===== src/hw/rtl/bbl_pkg.sv =====
// ----------------------------------------------------------------------------
// bbl_pkg
// Shared types and constants for the byte-budget LRU cache tracker.
// ----------------------------------------------------------------------------
package bbl_pkg;

  localparam int CMD_W       = 2;
  localparam int IDX_IN_W    = 4;
  localparam int SIZE_W      = 32;
  localparam int BYTES_W     = 48;
  localparam int IN_TDATA_W  = 40;
  localparam int OUT_TDATA_W = 56;

  localparam logic [BYTES_W-1:0] BYTES_MAX = '1;

  localparam logic [CMD_W-1:0] CMD_TOUCH     = 2'd0;
  localparam logic [CMD_W-1:0] CMD_REMOVE    = 2'd1;
  localparam logic [CMD_W-1:0] CMD_EVICT_ALL = 2'd2;

  localparam logic STATUS_APPLIED = 1'b0;
  localparam logic STATUS_IGNORED = 1'b1;

  typedef enum logic [4:0] {
    S_CLEAR,
    S_IDLE,
    S_TOUCH_CHK,
    S_MV_1,
    S_MV_2,
    S_MV_3,
    S_MV_4,
    S_INS_LNK,
    S_EV_CHK,
    S_EV_UPD,
    S_EV_LNK,
    S_RM_CHK,
    S_RM_NW,
    S_RM_OD,
    S_EA_CHK,
    S_EA_UPD,
    S_DONE
  } seq_state_t;

  typedef enum logic [1:0] {
    R_IDLE,
    R_FETCH,
    R_SHOW
  } res_state_t;

  // Per-field write enables of the entry memory
  typedef struct packed {
    logic held;
    logic size;
    logic older;
    logic newer;
  } bbl_wmask_t;

  // Requests from the sequencer to the result buffer
  typedef struct packed {
    logic push;
    logic done;
    logic status;
  } bbl_res_req_t;

endpackage


===== src/hw/rtl/bbl_entry_mem.sv =====
// ----------------------------------------------------------------------------
// bbl_entry_mem
// Per-block entry store: held flag, size and recency links, one write port
// with field enables and one read port with registered data.
// ----------------------------------------------------------------------------
module bbl_entry_mem #(
  parameter int NUM_BLOCKS = 16
) (
  input  logic                                clk,
  input  bbl_pkg::bbl_wmask_t                 wr_mask,
  input  logic [$clog2(NUM_BLOCKS)-1:0]       wr_addr,
  input  logic                                wr_held,
  input  logic [bbl_pkg::SIZE_W-1:0]          wr_size,
  input  logic [$clog2(NUM_BLOCKS+1)-1:0]     wr_older,
  input  logic [$clog2(NUM_BLOCKS+1)-1:0]     wr_newer,
  input  logic                                rd_en,
  input  logic [$clog2(NUM_BLOCKS)-1:0]       rd_addr,
  output logic                                rd_held,
  output logic [bbl_pkg::SIZE_W-1:0]          rd_size,
  output logic [$clog2(NUM_BLOCKS+1)-1:0]     rd_older,
  output logic [$clog2(NUM_BLOCKS+1)-1:0]     rd_newer
);
  import bbl_pkg::*;

  localparam int LINK_W = $clog2(NUM_BLOCKS + 1);

  typedef struct packed {
    logic              held;
    logic [SIZE_W-1:0] size;
    logic [LINK_W-1:0] older;
    logic [LINK_W-1:0] newer;
  } entry_t;

  entry_t mem_r [NUM_BLOCKS];
  entry_t rd_r;

  always_ff @(posedge clk) begin
    if (wr_mask.held)  mem_r[wr_addr].held  <= wr_held;
    if (wr_mask.size)  mem_r[wr_addr].size  <= wr_size;
    if (wr_mask.older) mem_r[wr_addr].older <= wr_older;
    if (wr_mask.newer) mem_r[wr_addr].newer <= wr_newer;
  end

  always_ff @(posedge clk) begin
    if (rd_en) rd_r <= mem_r[rd_addr];
  end

  assign rd_held  = rd_r.held;
  assign rd_size  = rd_r.size;
  assign rd_older = rd_r.older;
  assign rd_newer = rd_r.newer;

endmodule


===== src/hw/rtl/bbl_result_buf.sv =====
// ----------------------------------------------------------------------------
// bbl_result_buf
// Collects released block indices of one command, then plays them out as
// result beats carrying the final byte total.
// ----------------------------------------------------------------------------
module bbl_result_buf #(
  parameter int NUM_BLOCKS = 16
) (
  input  logic                              clk,
  input  logic                              rst_n,
  input  bbl_pkg::bbl_res_req_t             req,
  input  logic [$clog2(NUM_BLOCKS)-1:0]     push_idx,
  input  logic [bbl_pkg::BYTES_W-1:0]       done_total,
  output logic                              busy,
  output logic                              out_valid,
  input  logic                              out_ready,
  output logic                              out_evicted,
  output logic [bbl_pkg::IDX_IN_W-1:0]      out_index,
  output logic [bbl_pkg::BYTES_W-1:0]       out_bytes,
  output logic                              out_status,
  output logic                              out_last
);
  import bbl_pkg::*;

  localparam int IDX_W = $clog2(NUM_BLOCKS);
  localparam int CNT_W = $clog2(NUM_BLOCKS + 1);

  logic [IDX_W-1:0] rel_mem [NUM_BLOCKS];
  logic [IDX_W-1:0] rd_data_r;
  logic             rd_en;
  logic [IDX_W-1:0] rd_addr;

  res_state_t        state_r, state_nxt;
  logic [CNT_W-1:0]  count_r, count_nxt;
  logic [IDX_W-1:0]  ptr_r, ptr_nxt;
  logic [BYTES_W-1:0] total_r, total_nxt;
  logic              evicted_r, evicted_nxt;
  logic [IDX_W-1:0]  index_r, index_nxt;
  logic              status_r, status_nxt;
  logic              last_r, last_nxt;
  logic              is_final;

  assign is_final = (CNT_W'(ptr_r) + CNT_W'(1)) == count_r;

  // Next state
  always_comb begin
    state_nxt = state_r;
    unique case (state_r)
      R_IDLE: begin
        if (req.done) state_nxt = (count_r == '0) ? R_SHOW : R_FETCH;
      end
      R_FETCH: state_nxt = R_SHOW;
      R_SHOW: begin
        if (out_ready) state_nxt = last_r ? R_IDLE : R_FETCH;
      end
      default: state_nxt = R_IDLE;
    endcase
  end

  // Datapath and outputs
  always_comb begin
    count_nxt   = count_r;
    ptr_nxt     = ptr_r;
    total_nxt   = total_r;
    evicted_nxt = evicted_r;
    index_nxt   = index_r;
    status_nxt  = status_r;
    last_nxt    = last_r;
    rd_en       = 1'b0;
    rd_addr     = ptr_r;
    unique case (state_r)
      R_IDLE: begin
        if (req.push) count_nxt = count_r + CNT_W'(1);
        if (req.done) begin
          total_nxt = done_total;
          ptr_nxt   = '0;
          if (count_r == '0) begin
            evicted_nxt = 1'b0;
            index_nxt   = '0;
            status_nxt  = req.status;
            last_nxt    = 1'b1;
          end else begin
            rd_en   = 1'b1;
            rd_addr = '0;
          end
        end
      end
      R_FETCH: begin
        evicted_nxt = 1'b1;
        index_nxt   = rd_data_r;
        status_nxt  = STATUS_APPLIED;
        last_nxt    = is_final;
      end
      R_SHOW: begin
        if (out_ready) begin
          if (last_r) begin
            count_nxt = '0;
          end else begin
            ptr_nxt = ptr_r + IDX_W'(1);
            rd_en   = 1'b1;
            rd_addr = ptr_r + IDX_W'(1);
          end
        end
      end
      default: ;
    endcase
  end

  always_ff @(posedge clk) begin
    if (req.push) rel_mem[count_r[IDX_W-1:0]] <= push_idx;
    if (rd_en) rd_data_r <= rel_mem[rd_addr];
  end

  always_ff @(posedge clk) begin
    if (!rst_n) begin
      state_r <= R_IDLE;
      count_r <= '0;
    end else begin
      state_r <= state_nxt;
      count_r <= count_nxt;
    end
    ptr_r     <= ptr_nxt;
    total_r   <= total_nxt;
    evicted_r <= evicted_nxt;
    index_r   <= index_nxt;
    status_r  <= status_nxt;
    last_r    <= last_nxt;
  end

  assign busy        = (state_r != R_IDLE);
  assign out_valid   = (state_r == R_SHOW);
  assign out_evicted = evicted_r;
  assign out_index   = IDX_IN_W'(index_r);
  assign out_bytes   = total_r;
  assign out_status  = status_r;
  assign out_last    = last_r;

endmodule


===== src/hw/rtl/byte_budget_lru_cache_tracker_core.sv =====
// ----------------------------------------------------------------------------
// byte_budget_lru_cache_tracker_core
// Recency-ordered block tracker under a byte budget, built around one entry
// memory holding held flags, sizes and doubly linked recency links.
// ----------------------------------------------------------------------------
// Usage:
//   in_*  : one command beat (touch, remove, evict all) per accepted beat.
//   out_* : one beat per released block in release order, or a single beat
//           when nothing is released; tlast marks the final beat of a command.
//   cfg_* : write of the byte budget; always ready, take it while idle.
// Steps: every walk step is a read of the entry memory (registered read
//   data) followed by its write-backs. Result beats then leave through the
//   result buffer, each read from its store before it is shown; the next
//   command is taken once the last beat has gone.
// Reset: a clearing pass over every entry drops every held flag; no command
//   is accepted until it ends. The budget resets to zero.
// Stall: while out_tready is low the current beat holds and no command is
//   accepted.
// ----------------------------------------------------------------------------
module byte_budget_lru_cache_tracker_core #(
  parameter int NUM_BLOCKS = 16
) (
  input  logic                               clk,
  input  logic                               rst_n,
  // tuser: cmd[1:0]
  // tdata: block_index[3:0], block_size[35:4], zero pad [39:36]
  input  logic                               in_tvalid,
  output logic                               in_tready,
  input  logic [bbl_pkg::CMD_W-1:0]          in_tuser,
  input  logic [bbl_pkg::IN_TDATA_W-1:0]     in_tdata,
  // tuser: evicted[0]
  // tdata: evicted_index[3:0], bytes_in_use[51:4], status[52], zero pad [55:53]
  output logic                               out_tvalid,
  input  logic                               out_tready,
  output logic                               out_tuser,
  output logic [bbl_pkg::OUT_TDATA_W-1:0]    out_tdata,
  output logic                               out_tlast,
  input  logic                               cfg_valid,
  output logic                               cfg_ready,
  input  logic [bbl_pkg::BYTES_W-1:0]        cfg_data
);
  import bbl_pkg::*;

  localparam int IDX_W  = $clog2(NUM_BLOCKS);
  localparam int LINK_W = $clog2(NUM_BLOCKS + 1);
  localparam logic [LINK_W-1:0] NIL = LINK_W'(NUM_BLOCKS);

  // Input beat fields
  logic [CMD_W-1:0]    in_cmd;
  logic [IDX_IN_W-1:0] in_blk;
  logic [SIZE_W-1:0]   in_size;
  logic                in_acc;
  logic                blk_ok;
  assign in_cmd  = in_tuser;
  assign in_blk  = in_tdata[3:0];
  assign in_size = in_tdata[35:4];
  assign in_acc  = in_tvalid & in_tready;
  assign blk_ok  = 32'(in_blk) < 32'(NUM_BLOCKS);

  // Sequencer state
  seq_state_t         state_r, state_nxt;
  logic [IDX_W-1:0]   clr_ptr_r, clr_ptr_nxt;
  logic [LINK_W-1:0]  newest_r, newest_nxt;
  logic [LINK_W-1:0]  oldest_r, oldest_nxt;
  logic [BYTES_W-1:0] total_r, total_nxt;
  logic [BYTES_W-1:0] budget_r, budget_nxt;
  logic [IDX_W-1:0]   blk_r, blk_nxt;
  logic [SIZE_W-1:0]  size_r, size_nxt;
  logic [LINK_W-1:0]  nw_r, nw_nxt;
  logic [LINK_W-1:0]  od_r, od_nxt;
  logic [LINK_W-1:0]  cur_r, cur_nxt;
  logic               status_r, status_nxt;

  // Entry memory ports
  bbl_wmask_t         wr_mask;
  logic [IDX_W-1:0]   wr_addr;
  logic               wr_held;
  logic [SIZE_W-1:0]  wr_size;
  logic [LINK_W-1:0]  wr_older;
  logic [LINK_W-1:0]  wr_newer;
  logic               rd_en;
  logic [IDX_W-1:0]   rd_addr;
  logic               rd_held;
  logic [SIZE_W-1:0]  rd_size;
  logic [LINK_W-1:0]  rd_older;
  logic [LINK_W-1:0]  rd_newer;

  // Result buffer ports
  bbl_res_req_t       res_req;
  logic [IDX_W-1:0]   push_idx;
  logic               res_busy;
  logic               res_evicted;
  logic [IDX_IN_W-1:0] res_index;
  logic [BYTES_W-1:0] res_bytes;
  logic               res_status;

  // Byte arithmetic
  logic [BYTES_W:0]   add_sum;
  logic [BYTES_W-1:0] add_sat;
  logic [BYTES_W-1:0] sub_sat;
  logic               over_budget;

  assign add_sum     = {1'b0, total_r} + (BYTES_W+1)'(size_r);
  assign add_sat     = add_sum[BYTES_W] ? BYTES_MAX : add_sum[BYTES_W-1:0];
  assign sub_sat     = (total_r >= BYTES_W'(rd_size)) ? (total_r - BYTES_W'(rd_size)) : '0;
  assign over_budget = (total_r > budget_r) && (oldest_r != NIL) && (oldest_r != newest_r);

  assign in_tready = (state_r == S_IDLE) && !res_busy;
  assign cfg_ready = 1'b1;

  // Next state
  always_comb begin
    state_nxt = state_r;
    unique case (state_r)
      S_CLEAR: begin
        if (clr_ptr_r == IDX_W'(NUM_BLOCKS - 1)) state_nxt = S_IDLE;
      end
      S_IDLE: begin
        if (in_acc) begin
          priority case (in_cmd)
            CMD_TOUCH:     state_nxt = (budget_r != '0 && blk_ok) ? S_TOUCH_CHK : S_DONE;
            CMD_REMOVE:    state_nxt = blk_ok ? S_RM_CHK : S_DONE;
            CMD_EVICT_ALL: state_nxt = S_EA_CHK;
            default:       state_nxt = S_DONE;
          endcase
        end
      end
      S_TOUCH_CHK: begin
        if (rd_held) begin
          state_nxt = (newest_r == LINK_W'(blk_r)) ? S_DONE : S_MV_1;
        end else begin
          state_nxt = (newest_r != NIL) ? S_INS_LNK : S_EV_CHK;
        end
      end
      S_MV_1:    state_nxt = (od_r != NIL) ? S_MV_2 : S_MV_3;
      S_MV_2:    state_nxt = S_MV_3;
      S_MV_3:    state_nxt = S_MV_4;
      S_MV_4:    state_nxt = S_DONE;
      S_INS_LNK: state_nxt = S_EV_CHK;
      S_EV_CHK:  state_nxt = over_budget ? S_EV_UPD : S_DONE;
      S_EV_UPD:  state_nxt = S_EV_LNK;
      S_EV_LNK:  state_nxt = S_EV_CHK;
      S_RM_CHK:  state_nxt = rd_held ? S_RM_NW : S_DONE;
      S_RM_NW:   state_nxt = S_RM_OD;
      S_RM_OD:   state_nxt = S_DONE;
      S_EA_CHK:  state_nxt = (cur_r != NIL) ? S_EA_UPD : S_DONE;
      S_EA_UPD:  state_nxt = S_EA_CHK;
      S_DONE:    state_nxt = S_IDLE;
      default:   state_nxt = S_IDLE;
    endcase
  end

  // Datapath, memory ports and result requests
  always_comb begin
    clr_ptr_nxt = clr_ptr_r;
    newest_nxt  = newest_r;
    oldest_nxt  = oldest_r;
    total_nxt   = total_r;
    budget_nxt  = cfg_valid ? cfg_data : budget_r;
    blk_nxt     = blk_r;
    size_nxt    = size_r;
    nw_nxt      = nw_r;
    od_nxt      = od_r;
    cur_nxt     = cur_r;
    status_nxt  = status_r;
    wr_mask     = '0;
    wr_addr     = '0;
    wr_held     = 1'b0;
    wr_size     = '0;
    wr_older    = NIL;
    wr_newer    = NIL;
    rd_en       = 1'b0;
    rd_addr     = '0;
    res_req     = '0;
    push_idx    = '0;

    unique case (state_r)
      S_CLEAR: begin
        // sweep held flags clear after reset
        wr_mask.held = 1'b1;
        wr_addr      = clr_ptr_r;
        clr_ptr_nxt  = clr_ptr_r + IDX_W'(1);
      end
      S_IDLE: begin
        if (in_acc) begin
          blk_nxt    = IDX_W'(in_blk);
          size_nxt   = in_size;
          cur_nxt    = newest_r;
          status_nxt = (in_cmd == CMD_TOUCH && budget_r == '0) ? STATUS_IGNORED
                                                              : STATUS_APPLIED;
          rd_en      = 1'b1;
          rd_addr    = IDX_W'(in_blk);
        end
      end
      S_TOUCH_CHK: begin
        nw_nxt = rd_newer;
        od_nxt = rd_older;
        if (!rd_held) begin
          // insert at the newest end; old newest still in newest_r
          wr_mask    = '{held: 1'b1, size: 1'b1, older: 1'b1, newer: 1'b1};
          wr_addr    = blk_r;
          wr_held    = 1'b1;
          wr_size    = size_r;
          wr_older   = newest_r;
          wr_newer   = NIL;
          od_nxt     = newest_r;
          newest_nxt = LINK_W'(blk_r);
          if (oldest_r == NIL) oldest_nxt = LINK_W'(blk_r);
          total_nxt  = add_sat;
        end
      end
      S_MV_1: begin
        // unlink from the newer neighbour, which always exists here
        wr_mask.older = 1'b1;
        wr_addr       = IDX_W'(nw_r);
        wr_older      = od_r;
        if (od_r == NIL) oldest_nxt = nw_r;
      end
      S_MV_2: begin
        wr_mask.newer = 1'b1;
        wr_addr       = IDX_W'(od_r);
        wr_newer      = nw_r;
      end
      S_MV_3: begin
        wr_mask.older = 1'b1;
        wr_mask.newer = 1'b1;
        wr_addr       = blk_r;
        wr_older      = newest_r;
        wr_newer      = NIL;
      end
      S_MV_4: begin
        wr_mask.newer = 1'b1;
        wr_addr       = IDX_W'(newest_r);
        wr_newer      = LINK_W'(blk_r);
        newest_nxt    = LINK_W'(blk_r);
      end
      S_INS_LNK: begin
        wr_mask.newer = 1'b1;
        wr_addr       = IDX_W'(od_r);
        wr_newer      = LINK_W'(blk_r);
      end
      S_EV_CHK: begin
        if (over_budget) begin
          rd_en   = 1'b1;
          rd_addr = IDX_W'(oldest_r);
        end
      end
      S_EV_UPD: begin
        // drop the oldest block; its newer neighbour becomes oldest
        wr_mask      = '{held: 1'b1, size: 1'b0, older: 1'b1, newer: 1'b1};
        wr_addr      = IDX_W'(oldest_r);
        res_req.push = 1'b1;
        push_idx     = IDX_W'(oldest_r);
        oldest_nxt   = rd_newer;
        total_nxt    = sub_sat;
      end
      S_EV_LNK: begin
        wr_mask.older = 1'b1;
        wr_addr       = IDX_W'(oldest_r);
        wr_older      = NIL;
      end
      S_RM_CHK: begin
        nw_nxt = rd_newer;
        od_nxt = rd_older;
        if (rd_held) begin
          wr_mask      = '{held: 1'b1, size: 1'b0, older: 1'b1, newer: 1'b1};
          wr_addr      = blk_r;
          res_req.push = 1'b1;
          push_idx     = blk_r;
          total_nxt    = sub_sat;
          if (rd_newer == NIL) newest_nxt = rd_older;
          if (rd_older == NIL) oldest_nxt = rd_newer;
        end
      end
      S_RM_NW: begin
        if (nw_r != NIL) begin
          wr_mask.older = 1'b1;
          wr_addr       = IDX_W'(nw_r);
          wr_older      = od_r;
        end
      end
      S_RM_OD: begin
        if (od_r != NIL) begin
          wr_mask.newer = 1'b1;
          wr_addr       = IDX_W'(od_r);
          wr_newer      = nw_r;
        end
      end
      S_EA_CHK: begin
        if (cur_r != NIL) begin
          rd_en   = 1'b1;
          rd_addr = IDX_W'(cur_r);
        end else begin
          newest_nxt = NIL;
          oldest_nxt = NIL;
          total_nxt  = '0;
        end
      end
      S_EA_UPD: begin
        // release newest first, walk towards the oldest
        wr_mask      = '{held: 1'b1, size: 1'b0, older: 1'b1, newer: 1'b1};
        wr_addr      = IDX_W'(cur_r);
        res_req.push = 1'b1;
        push_idx     = IDX_W'(cur_r);
        cur_nxt      = rd_older;
      end
      S_DONE: begin
        res_req.done   = 1'b1;
        res_req.status = status_r;
      end
      default: ;
    endcase
  end

  always_ff @(posedge clk) begin
    if (!rst_n) begin
      state_r   <= S_CLEAR;
      clr_ptr_r <= '0;
      newest_r  <= NIL;
      oldest_r  <= NIL;
      total_r   <= '0;
      budget_r  <= '0;
    end else begin
      state_r   <= state_nxt;
      clr_ptr_r <= clr_ptr_nxt;
      newest_r  <= newest_nxt;
      oldest_r  <= oldest_nxt;
      total_r   <= total_nxt;
      budget_r  <= budget_nxt;
    end
    blk_r    <= blk_nxt;
    size_r   <= size_nxt;
    nw_r     <= nw_nxt;
    od_r     <= od_nxt;
    cur_r    <= cur_nxt;
    status_r <= status_nxt;
  end

  bbl_entry_mem #(
    .NUM_BLOCKS (NUM_BLOCKS)
  ) u_entry_mem (
    .clk      (clk),
    .wr_mask  (wr_mask),
    .wr_addr  (wr_addr),
    .wr_held  (wr_held),
    .wr_size  (wr_size),
    .wr_older (wr_older),
    .wr_newer (wr_newer),
    .rd_en    (rd_en),
    .rd_addr  (rd_addr),
    .rd_held  (rd_held),
    .rd_size  (rd_size),
    .rd_older (rd_older),
    .rd_newer (rd_newer)
  );

  // total_r is final when the done request is raised
  bbl_result_buf #(
    .NUM_BLOCKS (NUM_BLOCKS)
  ) u_result_buf (
    .clk         (clk),
    .rst_n       (rst_n),
    .req         (res_req),
    .push_idx    (push_idx),
    .done_total  (total_r),
    .busy        (res_busy),
    .out_valid   (out_tvalid),
    .out_ready   (out_tready),
    .out_evicted (res_evicted),
    .out_index   (res_index),
    .out_bytes   (res_bytes),
    .out_status  (res_status),
    .out_last    (out_tlast)
  );

  assign out_tuser = res_evicted;
  assign out_tdata = {3'b000, res_status, res_bytes, res_index};

endmodule


===== config.mk =====
export PLATFORM = sky130hd
export DESIGN_NAME = byte_budget_lru_cache_tracker_core
export DESIGN_NICKNAME = d
export VERILOG_FILES = /design/src/hw/rtl/bbl_pkg.sv /design/src/hw/rtl/bbl_entry_mem.sv /design/src/hw/rtl/bbl_result_buf.sv /design/src/hw/rtl/byte_budget_lru_cache_tracker_core.sv
export SDC_FILE = /design/constraint.sdc
export NUM_CORES = 2
export LEC_CHECK = 0
export ABC_AREA = 1
export BUFFER_PORTS_ARGS = -buffer_cell sky130_fd_sc_hd__buf_2
export CAP_MARGIN = 20
export CELL_PAD_IN_SITES_DETAIL_PLACEMENT = 1
export CELL_PAD_IN_SITES_GLOBAL_PLACEMENT = 1
export CORE_MARGIN = 4
export CORE_UTILIZATION = 45
export DETAILED_ROUTE_END_ITERATION = 7
export PLACE_DENSITY_LB_ADDON = 0.05
export SYNTH_ARGS = -nofsm -noshare
export SYNTH_HDL_FRONTEND = slang
export SYNTH_SLANG_ARGS = --single-unit

===== constraint.sdc =====
create_clock -name clk -period 5.1 [get_ports clk]
set_clock_uncertainty 0.2 [all_clocks]
set_input_delay 1.02 -clock clk [delete_from_list [all_inputs] [get_ports clk]]
set_output_delay 1.02 -clock clk [all_outputs]
set_load 0.05 [all_outputs]

### Word level (Yosys, flattened, before mapping)

Memories as Yosys holds them, arrays and structs flattened. A register that Yosys moved wholly into a read port is not among the register bits.
Index checks and enable logic that the tools add are counted.

* add/sub/neg operators: 6
* bitwise gates (word level): 1
* reduce and logical (&&, ||, !) cells: 40
* muxes and demuxes: 111
* magnitude comparators: 2
* equality and inequality tests: 47

Operators with widths (count)
* $mux W48: 5
* $pmux W48 S4: 1
* $mux W5: 25
* $pmux W5 S14: 1
* $mux W4: 17
* $mux W32: 2
* $add A48 B32 Y49: 1
* $ge A48 B32 Y1: 1
* $gt A48 B48 Y1: 1
* $logic_not A48 Y1: 1
* $reduce_bool A48 Y1: 1
* $sub A48 B32 Y48: 1
* $pmux W4 S11: 1
* $eq A5 B4 Y1 const B: 8
* $pmux W5 S4: 2
* $mux W1: 31
* $pmux W5 S2: 3
* $pmux W5 S3: 2
* $eq A5 B5 Y1 const B: 5
* $ne A5 B5 Y1 const B: 5
* $pmux W5 S5: 1
* $pmux W4 S2: 3
* $pmux W4 S3: 2
* $eq A5 B3 Y1 const B: 4
* other kinds (35): 83

* memories kept: 2
* RAM bits: 752
* register bits after elaboration: 233
* bits of input ports: 95
* output and inout port bits: 61

Memories
* u_entry_mem.mem_r: words 16, width 43, rd ports 1, clocked after Yosys merged registers in 1, write ports 1, RTL line bbl_entry_mem.sv:34 `entry_t mem_r [NUM_BLOCKS];`
* u_result_buf.rel_mem: words 16, width 4, rd ports 1, clocked after Yosys merged registers in 1, write ports 1, RTL line bbl_result_buf.sv:28 `logic [IDX_W-1:0] rel_mem [NUM_BLOCKS];`

### Logic depth before layout (Yosys ltp)

* depth after elaboration: 6
* gate-level depth with buffers: 23
* gate-level depth less buffers: 21

### Modules after synthesis

From an unflattened synthesis, not the netlist that was laid out.

* cell total of the unflattened synthesis: 6239
* area total of the unflattened synthesis: 53141.0 µm²

By module, submodules not included
* bbl_entry_mem: cells each 2913, area an instance 30972.2 µm², times used 1, sequential area each 21951.1 µm²
* byte_budget_lru_cache_tracker_core: cells each 2870, area an instance 16624.7 µm², times used 1, sequential area each 3863.7 µm²
* bbl_result_buf: cells each 456, area an instance 5544.1 µm², times used 1, sequential area each 3953.8 µm²

### Worst setup path before layout

No wires, ideal clock.

* path type: reg2reg
* from: reg state_r[2]
* to: reg u_result_buf.rd_data_r[3] (read register of u_result_buf.rel_mem), data pin
* cell stages (with the launch flop): 14
* path buffers: 2
* slack: 1342 ps
* arrival time: 3305 ps
* path through: dfxtp_1 nor2_1 inv_2 nor3_2 inv_2 nor2_2 a21oi_1 a21o_1 buf_2 buf_1 o211ai_1 nand3_1 nand3_1 nand2_1

* cells in the longest elaborated chain, start to end: 4
* elaborated cells between the ends (all ways): 6
* those cells by class: 1 x eq/ne; 5 x mux

RTL lines
* from (decl): RTL line byte_budget_lru_cache_tracker_core.sv:61 `seq_state_t state_r, state_nxt;`
* from (signal assigned): RTL line byte_budget_lru_cache_tracker_core.sv:324 `state_r <= state_nxt;`
* $eq A5 B5 Y1 *: RTL line byte_budget_lru_cache_tracker_core.sv:177 `unique case (state_r)`
* $mux W2 *: RTL line byte_budget_lru_cache_tracker_core.sv:177
* $mux W4 / $mux W1 (equally long branches): RTL line bbl_result_buf.sv:74 `if (req.done) begin`
* $pmux W4 S2 / $pmux W1 S2 (equally long branches): RTL line bbl_result_buf.sv:71 `unique case (state_r)`
* to (decl): RTL line bbl_result_buf.sv:29 `logic [IDX_W-1:0] rd_data_r;`

Mark *: on every way between the ends. The rest lies on a longest branch, timed or not.
A chain may end at the register's enable or synchronous reset.

### Worst setup path after layout

* from: reg state_r[4]
* to: mem u_entry_mem.mem_r[12][36] (netlist name), enable pin

* cells in the longest elaborated chain, start to end: 4
* elaborated cells between the ends (all ways): 19
* those cells by class: 12 x eq/ne; 4 x mux; 3 x reduce/logical

RTL lines
* $eq A5 B4 Y1 / $eq A5 B2 Y1 (equally long branches): RTL line byte_budget_lru_cache_tracker_core.sv:177
* $pmux W1 S2: RTL line byte_budget_lru_cache_tracker_core.sv:177
* $mux W1: RTL line bbl_entry_mem.sv:39 `if (wr_mask.size) mem_r[wr_addr].size <= wr_size;`
* $mux W1 (implied by the code): RTL line bbl_entry_mem.sv:39
* to (decl): RTL line bbl_entry_mem.sv:34

Parallel ways exist; a longest one is shown, timed or not.

==> out/metrics.yaml <==
netlist_instances: 5524
cts_tree: "built"
syn-cell-area_sq_um: 51400
final_core_util_pct: 51.2
worst-setup-path-type: "flip-flop to flip-flop"
gp_congestion: 0.991
tightestPinTransition_ps: 1110
arrival_ps: 4570
antenna_found_initial: 4
route.detailed.drc: 0
final_cell_mix: "945 x nand2_1, 910 x edfxtp_1, 898 x nand3_1, 857 x inv_1, 365 x nor2_1"
ant_nets: 0
period_share_pct: 85.3
core_area_sq_um: 113000
setup_tns_ps: 0
p_leak_nw: 24.1
drtPass1Iterations: 5
finalCriticalPeriod_ps: 4350
overflow: 0
required_ps: 5310
clkLatencyLatePin_ps: 720
io_pins: 156
path_max_fanout: 15
grt_pass1_wl_um: 265000
synth_area_per_cell_sq_um: 9.31
rows: 123
routed_wl_um: 179000
layout-drive-gt1-share_pct: 8.73
synth_seq_area_share_pct: 57.9
total_power_w: 0.0171
die_height_um: 346
die_w_um: 346
drtIter0Drc: 3111
cap_violations: 0
hold_buffers: 0
cts_resized: 0
post_drt_wl_per_cell_um: 24.7
startpoint: "state_r[4]"
cts.sinks: 1032
synth_warnings: 0
ys_ff_latch: 1032
nets: 5885
layout_commonest_cell: "nand2_1"
track_usage_pct: 29.2
cts_setup_buffers: 0
hold_viol: 0
grt.met3_usage_pct: 3.35
busiest_layer: "met2"
dp_hpwl_um: 123000
vias: 40700
setup_viol: 0
cts-root-buf: "clkbuf_16"
rsz0062_at_grt: "false"
synth_ff_type: "edfxtp_1"
numCtsBuffers: 112
max-vdd-ir-drop_mv: 0.261
met2_usage_pct: 49.5
io_buffers: 147
holdCritStartpoint: "in_tdata[35]"
grt_max_degree: 117
cts_buffer_depth: 3
syn_to_final_growth_pct: 12.4
via_per_inst: 5.62
synth.distinct_cells: 59
r2r-start: "state_r[4]"
pwr_density_cell_nw_per_um2: 296
max_freq_mhz: 230
hp-class: "input pin to flip-flop"
clkTransAtPathRegs_ps: 70
startpoint_type: "flip-flop"
synth_edf_count: 910
grt_pass1_vias: 41500
start_util_pct: 45.5
met1_usage_pct: 37.9
die-area_sq_um: 120000
cts_htree_levels: 3
outcome: "finished clean"
maxSlewViolCount: 0
cp-end-kind: "flip-flop"
maxSlewHeadroom_pct: 25.7
async_flop_share_pct: 0
[stage by stage]
| stage | area (sq um) | setup WS, ps | hold slack (ps) | cells |
|---|---|---|---|---|
| after floorplan | 51500 | 1340 | 231 | 5526 |
| after global placement | 54300 | 953 | 266 | 7042 |
| after detailed placement | 54300 | 860 | 277 | 7042 |
| after CTS | 57800 | 841 | 235 | 7241 |
| after global routing | 57900 | 497 | 251 | 7253 |
| final | 57900 | 748 | 285 | 7253 |
[layer usage]
metal	wire length, um	up-vias
met5	0	-
met4	9240	0
met2	86100	1123
met1	76000	20300
li1	-	18900
met3	7600	369
[synthesized netlist by cell type (all sizes together), types with 5 or more instances]
cell	count	area, sq um
nand2	952	3590
xnor2	29	254
a211oi	8	65.1
xor2	42	368
a21oi	284	1430
a21o	17	128
nand3	901	4520
ha	122	1530
o22ai	18	113
o21bai	16	120
inv	878	3300
buf	161	862
clkbuf	94	355
a22oi	6	45.0
a31oi	13	81.3
nor3	40	221
o21ai	263	1320
nor2	386	1470
o211ai	32	240
nand4	38	238
edfxtp	910	27300
nor4	16	106
nand3b	129	968
dfxtp	122	2440
a21boi	5	41.3
o2111ai	5	43.8
[critical path: stages, from the launching register on]
cell and delay (ps):
dfxtp_1 430, nor2_1 90, inv_1 90, nor2_1 70, nand2_1 430, inv_1 180
nand2_1 90, o21ai_0 100, nor2_1 200, o2111ai_1 130, nor2_1 430, inv_1 120
nor2_1 230, nand2_1 340, nor2_4 620, buf_4 300
[power by group]
| part | total (W) | leakage, nW | internal (W) | switching, W |
|---|---|---|---|---|
| logic | 0.000240 | 14.4 | 0.0000760 | 0.000164 |
| clock network | 0.00779 | 1.69 | 0.00437 | 0.00343 |
| registers | 0.00910 | 8.03 | 0.00909 | 0.00000979 |
| total | 0.0171 | 24.1 | 0.0135 | 0.00360 |
[registers in the layout, summed over array words and instances (netlist names), 32 cells and up]
register and cells:
total_r 48, size_r 32, u_entry_mem.rd_size 32, u_result_buf.out_bytes 48, budget_r 48, u_entry_mem.mem_r 688, u_result_buf.rel_mem 64
[final timing paths]
kind	to	slack, ps	cells past startpoint
worst max-delay path	u_entry_mem.mem_r[12][36]	750	15
worst min-delay path	size_r[31]	290	1
worst max register to register	u_entry_mem.mem_r[12][36]	750	15
worst min register to register	budget_r[1]	290	2
[cell families after synthesis]
logic type	after synthesis	synth area share, %
buffers and inverters	1135	8.79
and+or+nand+nor	2476	21.8
adders and majority gates	124	3.04
AOI/OAI and AO/OA	684	7.32
DFF	1032	57.9
xor gates and xnor gates	71	1.21
other	2	0.0146
[layout make-up]
| type | instances | area, sq um |
|---|---|---|
| fillers | 12800 | 55100 |
| flip-flops and latches | 1032 | 29800 |
| multi-input cells | 3359 | 17300 |
| inverters | 880 | 3320 |
| clock buffers | 140 | 2970 |
| repair buffers | 281 | 2060 |
| well taps | 1500 | 1880 |
| clock inverters | 59 | 507 |
| diodes | 2 | 5.00 |
(Power assumes the default switching activity.)
